===== src/hdl/sync_length_checksum_frame_parser_defines.svh =====
// Assertion helpers for the frame parser; all checks run on clk, off in rst.
`ifndef SYNC_LENGTH_CHECKSUM_FRAME_PARSER_DEFINES_SVH
`define SYNC_LENGTH_CHECKSUM_FRAME_PARSER_DEFINES_SVH

// Implication checked at every clock edge outside reset.
`define SLCFP_ASSERT(label, prop, msg) \
  label: assert property (@(posedge clk) disable iff (rst) prop) else $error(msg);

// Condition that must never be seen outside reset.
`define SLCFP_NEVER(label, cond, msg) \
  label: assert property (@(posedge clk) disable iff (rst) !(cond)) else $error(msg);

`endif


===== src/hdl/slcfp_pkg.sv =====
package slcfp_pkg;

  localparam int MAX_PAYLOAD_DEF = 64;
  localparam int CFG_INDEX_W     = 8;

  localparam logic [CFG_INDEX_W-1:0] CFG_SYNC_FIRST  = CFG_INDEX_W'(0);
  localparam logic [CFG_INDEX_W-1:0] CFG_SYNC_SECOND = CFG_INDEX_W'(1);

  localparam logic [7:0] SYNC_FIRST_RST  = 8'd170;
  localparam logic [7:0] SYNC_SECOND_RST = 8'd85;

  typedef enum logic [1:0] {
    PH_HUNT = 2'd0,
    PH_LEN  = 2'd1,
    PH_DATA = 2'd2
  } phase_t;

  typedef enum logic [2:0] {
    EV_NONE   = 3'd0,
    EV_GOOD   = 3'd1,
    EV_BADSUM = 3'd2,
    EV_OVER   = 3'd3,
    EV_RESYNC = 3'd4
  } frame_event_t;

  typedef struct packed {
    logic         payload_valid;
    logic [7:0]   payload_byte;
    logic [7:0]   payload_index;
    frame_event_t frame_event;
    logic [31:0]  good_frame_count;
  } result_t;

endpackage


===== src/hdl/slcfp_in_reg.sv =====
module slcfp_in_reg
  import slcfp_pkg::*;
(
  input  logic       clk,
  input  logic       rst,
  input  logic       byte_valid,
  output logic       byte_ready,
  input  logic [7:0] rx_byte,
  input  logic       take,
  output logic       full,
  output logic [7:0] byte_q
);

  // Accept a new item in the same cycle the held one moves on.
  assign byte_ready = !full || take;

  always_ff @(posedge clk) begin
    if (rst) begin
      full <= 1'b0;
    end else if (byte_valid && byte_ready) begin
      full <= 1'b1;
    end else if (take) begin
      full <= 1'b0;
    end
  end

  always_ff @(posedge clk) begin
    if (byte_valid && byte_ready) begin
      byte_q <= rx_byte;
    end
  end

endmodule


===== src/hdl/slcfp_parser.sv =====
module slcfp_parser
  import slcfp_pkg::*;
#(
  parameter int MAX_PAYLOAD = MAX_PAYLOAD_DEF
) (
  input  logic       clk,
  input  logic       rst,
  input  logic       step,
  input  logic [7:0] rx_byte,
  input  logic [7:0] sync_first,
  input  logic [7:0] sync_second,
  output result_t    res
);

  localparam logic [7:0] MaxIdx = 8'(MAX_PAYLOAD);

  phase_t      phase, phase_next;
  logic [7:0]  previous_byte;
  logic [7:0]  frame_length, frame_length_next;
  logic [7:0]  byte_index, byte_index_next;
  logic [7:0]  running_sum, running_sum_next;
  logic [31:0] frame_counter, frame_counter_next;

  logic pair_seen;
  logic in_frame;
  logic room;

  assign pair_seen = (previous_byte == sync_first) && (rx_byte == sync_second);
  assign in_frame  = byte_index < frame_length;
  assign room      = byte_index < MaxIdx;

  always_comb begin
    phase_next = PH_HUNT;
    case (phase)
      PH_HUNT: phase_next = pair_seen ? PH_LEN : PH_HUNT;
      PH_LEN:  phase_next = PH_DATA;
      PH_DATA: begin
        if (pair_seen) begin
          phase_next = PH_LEN;
        end else if (in_frame && room) begin
          phase_next = PH_DATA;
        end else begin
          phase_next = PH_HUNT;
        end
      end
      default: phase_next = PH_HUNT;
    endcase
  end

  always_comb begin
    frame_length_next  = frame_length;
    running_sum_next   = running_sum;
    byte_index_next    = 8'd0;
    frame_counter_next = frame_counter;
    res.payload_valid  = 1'b0;
    res.payload_byte   = 8'd0;
    res.payload_index  = 8'd0;
    res.frame_event    = EV_NONE;
    case (phase)
      PH_LEN: begin
        frame_length_next = rx_byte;
        running_sum_next  = rx_byte;
      end
      PH_DATA: begin
        if (pair_seen) begin
          res.frame_event = EV_RESYNC;
        end else if (in_frame) begin
          if (room) begin
            res.payload_valid = 1'b1;
            res.payload_byte  = rx_byte;
            res.payload_index = byte_index;
            running_sum_next  = running_sum + rx_byte;
            byte_index_next   = byte_index + 8'd1;
          end else begin
            res.frame_event = EV_OVER;
          end
        end else if (running_sum == rx_byte) begin
          frame_counter_next = frame_counter + 32'd1;
          res.frame_event    = EV_GOOD;
        end else begin
          res.frame_event = EV_BADSUM;
        end
      end
      default: begin
      end
    endcase
    res.good_frame_count = frame_counter_next;
  end

  always_ff @(posedge clk) begin
    if (rst) begin
      phase         <= PH_HUNT;
      previous_byte <= 8'd0;
      frame_length  <= 8'd0;
      byte_index    <= 8'd0;
      running_sum   <= 8'd0;
      frame_counter <= 32'd0;
    end else if (step) begin
      phase         <= phase_next;
      previous_byte <= rx_byte;
      frame_length  <= frame_length_next;
      byte_index    <= byte_index_next;
      running_sum   <= running_sum_next;
      frame_counter <= frame_counter_next;
    end
  end

endmodule


===== src/hdl/slcfp_out_reg.sv =====
module slcfp_out_reg
  import slcfp_pkg::*;
(
  input  logic    clk,
  input  logic    rst,
  input  logic    load,
  input  result_t res,
  output logic    free,
  output logic    result_valid,
  input  logic    result_ready,
  output result_t res_q
);

  assign free = !result_valid || result_ready;

  always_ff @(posedge clk) begin
    if (rst) begin
      result_valid <= 1'b0;
    end else if (load) begin
      result_valid <= 1'b1;
    end else if (result_ready) begin
      result_valid <= 1'b0;
    end
  end

  // Count is cleared so it always matches the parser's counter.
  always_ff @(posedge clk) begin
    if (rst) begin
      res_q.good_frame_count <= 32'd0;
    end else if (load) begin
      res_q <= res;
    end
  end

endmodule


===== src/hdl/sync_length_checksum_frame_parser.sv =====
// Path: the input register holds the accepted byte item, then its result is loaded into the result register.
// Throughput: 1 byte item per cycle while results are taken; the phase machine and running sum update together.
// Result stall backs up through the input register; each side holds one item.
// Reset (rst, synchronous, active high): parser hunts for sync, sums, index and
// good frame count clear, sync bytes return to 170 and 85.
`include "sync_length_checksum_frame_parser_defines.svh"

module sync_length_checksum_frame_parser
  import slcfp_pkg::*;
#(
  parameter int MAX_PAYLOAD = MAX_PAYLOAD_DEF
) (
  input  logic                   clk,
  input  logic                   rst,
  input  logic                   byte_valid,
  output logic                   byte_ready,
  input  logic [7:0]             rx_byte,
  output logic                   result_valid,
  input  logic                   result_ready,
  output logic                   payload_valid,
  output logic [7:0]             payload_byte,
  output logic [7:0]             payload_index,
  output logic [2:0]             frame_event,
  output logic [31:0]            good_frame_count,
  input  logic                   cfg_valid,
  output logic                   cfg_ready,
  input  logic [CFG_INDEX_W-1:0] cfg_index,
  input  logic [7:0]             cfg_data
);

  logic [7:0] sync_first_q;
  logic [7:0] sync_second_q;
  logic       full;
  logic [7:0] byte_q;
  logic       free;
  logic       step;
  result_t    res;
  result_t    res_q;

  assign cfg_ready  = 1'b1;

  always_ff @(posedge clk) begin
    if (rst) begin
      sync_first_q  <= SYNC_FIRST_RST;
      sync_second_q <= SYNC_SECOND_RST;
    end else if (cfg_valid && cfg_ready) begin
      case (cfg_index)
        CFG_SYNC_FIRST:  sync_first_q  <= cfg_data;
        CFG_SYNC_SECOND: sync_second_q <= cfg_data;
        default: begin
        end
      endcase
    end
  end

  // Advance the held byte when the result register can take its result.
  assign step = full && free;

  slcfp_in_reg u_in_reg (
    .clk        (clk),
    .rst        (rst),
    .byte_valid (byte_valid),
    .byte_ready (byte_ready),
    .rx_byte    (rx_byte),
    .take       (step),
    .full       (full),
    .byte_q     (byte_q)
  );

  slcfp_parser #(
    .MAX_PAYLOAD (MAX_PAYLOAD)
  ) u_parser (
    .clk         (clk),
    .rst         (rst),
    .step        (step),
    .rx_byte     (byte_q),
    .sync_first  (sync_first_q),
    .sync_second (sync_second_q),
    .res         (res)
  );

  slcfp_out_reg u_out_reg (
    .clk          (clk),
    .rst          (rst),
    .load         (step),
    .res          (res),
    .free         (free),
    .result_valid (result_valid),
    .result_ready (result_ready),
    .res_q        (res_q)
  );

  assign payload_valid    = res_q.payload_valid;
  assign payload_byte     = res_q.payload_byte;
  assign payload_index    = res_q.payload_index;
  assign frame_event      = res_q.frame_event;
  assign good_frame_count = res_q.good_frame_count;

  `SLCFP_NEVER(a_no_overwrite, full && !free && byte_ready, "input register overwritten while blocked")
  `SLCFP_ASSERT(a_payload_no_event, step && res.payload_valid |-> res.frame_event == EV_NONE, "payload byte with frame event")
  `SLCFP_ASSERT(a_count_only_good, step && res.frame_event != EV_GOOD |-> res.good_frame_count == good_frame_count, "good frame count moved without good frame")

endmodule


===== config.mk =====
export PLATFORM = sky130hd
export DESIGN_NAME = sync_length_checksum_frame_parser
export DESIGN_NICKNAME = d
export VERILOG_FILES = /design/src/hdl/slcfp_pkg.sv /design/src/hdl/slcfp_in_reg.sv /design/src/hdl/slcfp_parser.sv /design/src/hdl/slcfp_out_reg.sv /design/src/hdl/sync_length_checksum_frame_parser.sv
export VERILOG_INCLUDE_DIRS = /design/src /design/src/hdl
export SDC_FILE = /design/constraint.sdc
export NUM_CORES = 1
export LEC_CHECK = 0
export ABC_AREA = 1
export BUFFER_PORTS_ARGS = -buffer_cell sky130_fd_sc_hd__buf_2
export CELL_PAD_IN_SITES_DETAIL_PLACEMENT = 0
export CELL_PAD_IN_SITES_GLOBAL_PLACEMENT = 1
export CORE_UTILIZATION = 42
export CTS_CLUSTER_SIZE = 14
export DETAILED_ROUTE_END_ITERATION = 12
export PLACE_DENSITY = 0.82
export SETUP_SLACK_MARGIN = 0.5
export SLEW_MARGIN = 30
export SYNTH_ARGS = -nofsm -noshare
export SYNTH_HDL_FRONTEND = slang
export SYNTH_SLANG_ARGS = --single-unit

===== constraint.sdc =====
create_clock -name clk -period 2.2 [get_ports clk]
set_input_delay 0.33 -clock clk [delete_from_list [all_inputs] [get_ports clk]]
set_output_delay 0.33 -clock clk [all_outputs]
set_load 0.01 [all_outputs]

Yosys cells after proc, flatten, opt, wreduce, memory -nomap -nowiden
Index checks and enable logic that the tools add are counted.
{ "totals": {"register_bits": 112, "latchBits": 0, "ram_bits": 0, "mem_bits_ro": 0, "out_inout_bits": 55, "memories": 0} }
{ "op_classes": {"n_addsub": 3, "multipliers": 0, "div_mod_pow": 0, "magnitude_cmp": 2, "n_eq_ne": 9, "n_shift": 0, "muxes": 25, "n_bitwise": 5, "n_reduce_logical": 22} }
{ "ops": {"columns": ["operator", "count"], "rows": [
  ["32-bit 2-to-1 mux", 4],
  ["8-bit 2-to-1 mux", 7],
  ["32-bit by 1-bit adder with 32-bit output, second input constant", 1],
  ["8-bit equality test", 3],
  ["17-bit 2-to-1 mux", 1],
  ["8-bit one-hot mux with 2 select lines", 1],
  ["5-bit AND reduction", 2],
  ["8-bit by 1-bit adder with 8-bit output, second input constant", 1],
  ["8-bit adder", 1],
  ["8-bit by 1-bit equality test with 1-bit output, second input constant", 1],
  ["8-bit zero test", 1],
  ["8-bit by 7-bit < comparator with 1-bit output, second input constant", 1],
  ["8-bit < comparator", 1],
  ["2-bit 2-to-1 mux", 4],
  ["2-bit AND reduction", 4],
  ["3-bit 2-to-1 mux", 2],
  ["2-bit one-hot mux with 3 select lines", 1],
  ["2-bit nonzero test", 3],
  ["1-bit 2-to-1 mux", 5],
  ["1-bit inverter", 5],
  ["1-bit logical AND", 4],
  ["2-bit by 1-bit != test with 1-bit output, second input constant", 2],
  ["4-bit OR reduction", 1],
  ["3-bit OR reduction", 1],
  ["other kinds (7)", 9]
]} }

Logic depth before layout (Yosys ltp)
{ "logic_depth": {"word_depth": 6, "mapped_depth": 14, "depth_no_buf": 13} }

Cells and area by module
Synthesis repeated with hierarchy kept, for this count alone.
{ "unflattened": {"hier_cells": 1096, "area_unflattened_um2": 7482.2} }
{ "by_module_without_submodules": {"columns": ["module", "instances", "cells_per_inst", "area_per_inst_um2", "seq_area_each_um2"], "rows": [
  ["slcfp_parser", 1, 749, 4496.8, 1321.3],
  ["slcfp_out_reg", 1, 230, 1969.4, 1261.2],
  ["sync_length_checksum_frame_parser", 1, 103, 728.2, 320.3],
  ["slcfp_in_reg", 1, 14, 287.8, 260.2]
]} }

Least setup slack after synthesis
Ideal clock, no wire load.
{ "synth_timing": {"path_type": "input -> register", "start": "in result_ready", "end": "reg u_parser.byte_index[4]", "setup_time_ns": 0.065, "arrival_ns": 1.906, "setup_slack_ns": 0.229, "path_stages": 8, "cell_sequence": "inv_1 -> nand2_1 -> nand2_2 -> nor2_1 -> inv_1 -> o22ai_1 -> o31ai_1 -> nor2_1"} }
{ "synth_between": {"elab_chain_len": 2} }
{ "synth_lines": {"columns": ["item", "line_no", "text"], "rows": [
  ["from (decl)", "sync_length_checksum_frame_parser.sv:19", "input logic result_ready,"],
  ["1-bit logical OR", "slcfp_out_reg.sv:14", "assign free = !result_valid || result_ready;"],
  ["1-bit logical AND", "sync_length_checksum_frame_parser.sv:57", "assign step = full && free;"],
  ["to (signal assigned)", "slcfp_parser.sv:102", "byte_index <= byte_index_next;"],
  ["to (decl)", "slcfp_parser.sv:20", "logic [7:0] byte_index, byte_index_next;"]
]} }
Every way passes these cells.
A chain may end at the register's enable or synchronous reset.

Worst setup path after layout
{ "layout_timing": {"start": "reg u_in_reg.byte_q[1]", "end": "reg u_out_reg.res_q[31] (netlist name)"} }
{ "layout_between": {"elab_chain_len": 4, "elab_cells_between_ends": 5} }
{ "layout_lines": {"columns": ["item", "line_no", "text"], "rows": [
  ["from (decl)", "slcfp_in_reg.sv:11", "output logic [7:0] byte_q"],
  ["from (signal assigned)", "slcfp_in_reg.sv:29", "byte_q <= rx_byte;"],
  ["8-bit equality test", "slcfp_parser.sv:28", "assign pair_seen = (previous_byte == sync_first) && (rx_byte == sync_second);"],
  ["1-bit logical AND", "slcfp_parser.sv:28", null],
  ["1-bit inverter (no line)", null, null],
  ["5-bit AND reduction (no line) *", null, null]
]} }
Every way passes the cells marked *; elsewhere a longest branch is shown, timed or not.

==> impl_metrics.toml <==
[global_routing]
grt-ovfl-total = 0
grt_max_degree = 43
grtUsageTotal_pct = 22.3
antenna_found_initial = 0
grt_pass1_wl_um = 25500
grt_pass1_vias = 5112

[run_status]
status = "finished, final reports clean"

[timing]
relSlewSlack_pct = 60.6
period_needed_ns = 2.01
worst_slew_pin_slew_ns = 0.591
rsz0062_at_grt = "yes"
fmax_ghz = 0.497
finalCritPeriodShare_pct = 91.5
slew_viol_final = 0
worst_hold_slack_ns = 0.142
fin_setup_tns_ns = 0
skew_ns = 0.00611
setup_violations = 0
hold_violations = 0

[power_and_ir_drop]
power_leakage_nw = 3.23
power_density_nw_per_um2 = 518
ir_worst_vdd_mv = 0.309

[synthesis]
synth_cells = 808
synth_area_um2 = 6010
synthFlopType = "dfxtp_1"
synth_edf_count = 28
synthTopCellsByArea = "dfxtp_1, edfxtp_1, nand2_1"
synth-seq-cells = 112
yosys_warnings = 0
synth_top_cell_area_share_pct = 28.0
avgSynthCellArea_um2 = 7.44
synth.distinct_cells = 41
synthArstFlopShare_pct = 0
yosysSeqAreaShare_pct = 41.9
synth_area_leader_cell = "dfxtp_1"

[cells_and_area]
drive_above_1_share_pct = 29.6
areaGrowthSynthToFinish_pct = 28.4
fillCellCount = 1360
antenna_cells = 0
layout.nets = 987
final_util_pct = 55.4

[worst_hold_path]
min_to = "u_in_reg.byte_q[0]"
min_from = "rx_byte[0]"
min_path_type = "in -> reg"
min_delay_path_depth = 1

[floorplan]
die_x_um = 122
core_um2 = 13900
die_h_um = 122
start_util_pct = 43.2
ios = 84
dieArea_um2 = 14800
placementRows = 43

[critical_path]
regToRegSetupSlack_ns = 0.19
startpoint_type = "register"
crit_required_ns = 2.49
slowest_delay_ns = 0.46
cp_data_arrival_time_ns = 2.31
cp_slowest_cell = "edfxtp_1"
r2r_end = "u_out_reg.res_q[31]"
critical_path_buf_inv_count = 2
worst_setup_path_end_kind = "register"
worstPathMaxFanout = 8
cp_top_family = "simple AND/OR/NAND/NOR gates"
reg2reg_depth = 9
path_cells = "ha_1 > nor3_2 > nand3_2 > inv_2 > nand2_2 > nor2_4 > clkbuf_16 > nand2_2 > a21oi_2"
crit_type = "reg -> reg"
cp_common_cell = "nand2_2"
reg2reg_from = "u_in_reg.byte_q[1]"

[clock_tree]
clk_pin_slew_worst_paths_ns = 0.07
cts_sinks = 112
ctsHoldBuffers = 0
clockRootBuffer = "clkbuf_16"
h-tree-depth = 3
clk_latency_ns = 0.36
clockBufferDepth = 2
numCtsBuffers = 9
cts_tree = "built"

[route]
vias = 5628
routedWlPerCell_um = 14.9
firstDrtPassIters = 5
routed_wl_um = 16800
wl_met3_um = 825
wl_met2_um = 7640
vias_per_cell = 5.00
dr.first_iter.drc_count = 365
drc = 0
drtAntennaViolNets = 0
wl_met1_um = 8110
topRoutingLayerUsed = "met4"

[run]
timing.max_cap.violations = 0

[place]
gp_congestion = 0.856
io_buffers = 82
place_hpwl_um = 11600
==> how the worst max path moves through the flow <==
stage / slack [ns] / start / cells after the start / to
global route: 0.13 / u_in_reg.byte_q[2] / 12 / u_out_reg.res_q[40]
detailed placement: 0.09 / u_in_reg.byte_q[5] / 11 / u_out_reg.res_q[35]
CTS: 0.28 / u_in_reg.byte_q[4] / 12 / u_out_reg.res_q[37]
global placement: 0.12 / u_in_reg.byte_q[5] / 11 / u_out_reg.res_q[45]
floorplan: 0.46 / u_in_reg.byte_q[1] / 8 / u_out_reg.res_q[25]
finish: 0.19 / u_in_reg.byte_q[1] / 9 / u_out_reg.res_q[31]
==> cell families after synthesis <==
group	synth area share (%)
adders and majority gates	3.66
other	0.125
buffers and inverters	8.99
xor gates and xnor gates	4.37
and+or+nand+nor	29.7
AOI/OAI and AO/OA	11.3
DFF	41.9
==> routing by layer <==
metal / up-vias / global-route usage (%)
li1: 2861 / -
met3: 18 / 2.86
met1: 2602 / 31.8
met4: 0 / 7.02
met2: 147 / 35.0
met5: - / 0
==> repair_timing <==
| action | in CTS | in global routing |
|---|---|---|
| hold endpoints to repair | 0 | 0 |
| setup endpoints to repair | 64 | 65 |
| resized for setup | 37 | 49 |
| pin swaps | 14 | 17 |
| cloned | 2 | 5 |
| setup buffers | 27 | 9 |
==> state kept, by name, summed over array words and instances, names as in the netlist <==
signal                  flops
sync_second_q               8
u_out_reg.result_valid      1
u_in_reg.full               1
u_parser.phase              2
u_in_reg.byte_q             8
u_parser.byte_index         8
u_parser.frame_length       8
sync_first_q                8
u_parser.running_sum        8
u_out_reg.res_q            52
u_parser.previous_byte      8
==> power by group <==
part	switching [mW]	internal [mW]	leakage, nW	total (mW)
registers	0.0254	2.14	0.946	2.16
clock network	0.785	0.775	0.133	1.56
logic	0.167	0.110	2.15	0.277
==> through the flow <==
stage / power (mW) / worst slack, ns / cell area [um2] / cells
4_1_cts: 4.00 / 0.278 / 7370 / 1112
6_report: 4.00 / 0.186 / 7720 / 1126
5_1_grt: 4.13 / 0.129 / 7720 / 1126
3_5_place_dp: 2.44 / 0.0862 / 6760 / 1067
2_1_floorplan: 2.33 / 0.459 / 6100 / 809
3_3_place_gp: 2.44 / 0.118 / 6760 / 1067
==> cells in the final DEF, fill, tap and decap left out, types with 3 or more instances in the layout <==
| master | count |
|---|---|
| nand2_1 | 194 |
| inv_1 | 84 |
| dfxtp_1 | 84 |
| buf_2 | 82 |
| nor2_1 | 68 |
| a21oi_1 | 53 |
| buf_4 | 48 |
| nand3_1 | 32 |
| o21ai_0 | 32 |
| nand2_2 | 30 |
| edfxtp_1 | 28 |
| a21oi_2 | 24 |
| xor2_1 | 23 |
| nor3_1 | 20 |
| nand4_1 | 17 |
| inv_2 | 13 |
| clkbuf_16 | 13 |
| ha_1 | 10 |
| nand2_4 | 9 |
| buf_6 | 9 |
| nor2_2 | 8 |
| nor2_4 | 6 |
| xnor2_1 | 6 |
| inv_4 | 5 |
| ha_4 | 5 |
| nand3_4 | 4 |
| o22ai_1 | 4 |
| nand3_2 | 3 |
| conb_1 | 3 |
| clkinv_4 | 3 |
==> cells in the mapped netlist (2+ instances only) <==
cell type  number
nor2_4          3
nor3_1         22
xnor2_1         7
nand2_2        15
buf_6           4
xor2_1         23
o22ai_1         4
nand2_1       217
nand3b_1        2
nor2_1         78
edfxtp_1       28
ha_1           16
o21ai_0        34
nand3_1        35
nand4_1        17
conb_1          2
a21oi_1        65
a21oi_2        12
inv_1          92
nand3_2         2
inv_2           9
buf_4           4
dfxtp_1        84
clkbuf_1       16
==> layout make-up <==
type / instances / area, um2 / share of cell area (%)
multi-input cells: 570 / 3280 / 42.5
flip-flops and latches: 112 / 2520 / 32.7
repair buffers: 145 / 1010 / 13.1
inverters: 102 / 400 / 5.19
clock buffers: 10 / 229 / 2.97
well taps: 180 / 225 / 2.92
clock inverters: 6 / 45.0 / 0.583
repair inverters: 1 / 7.51 / 0.0972
Power figures use the tool's default switching activity.
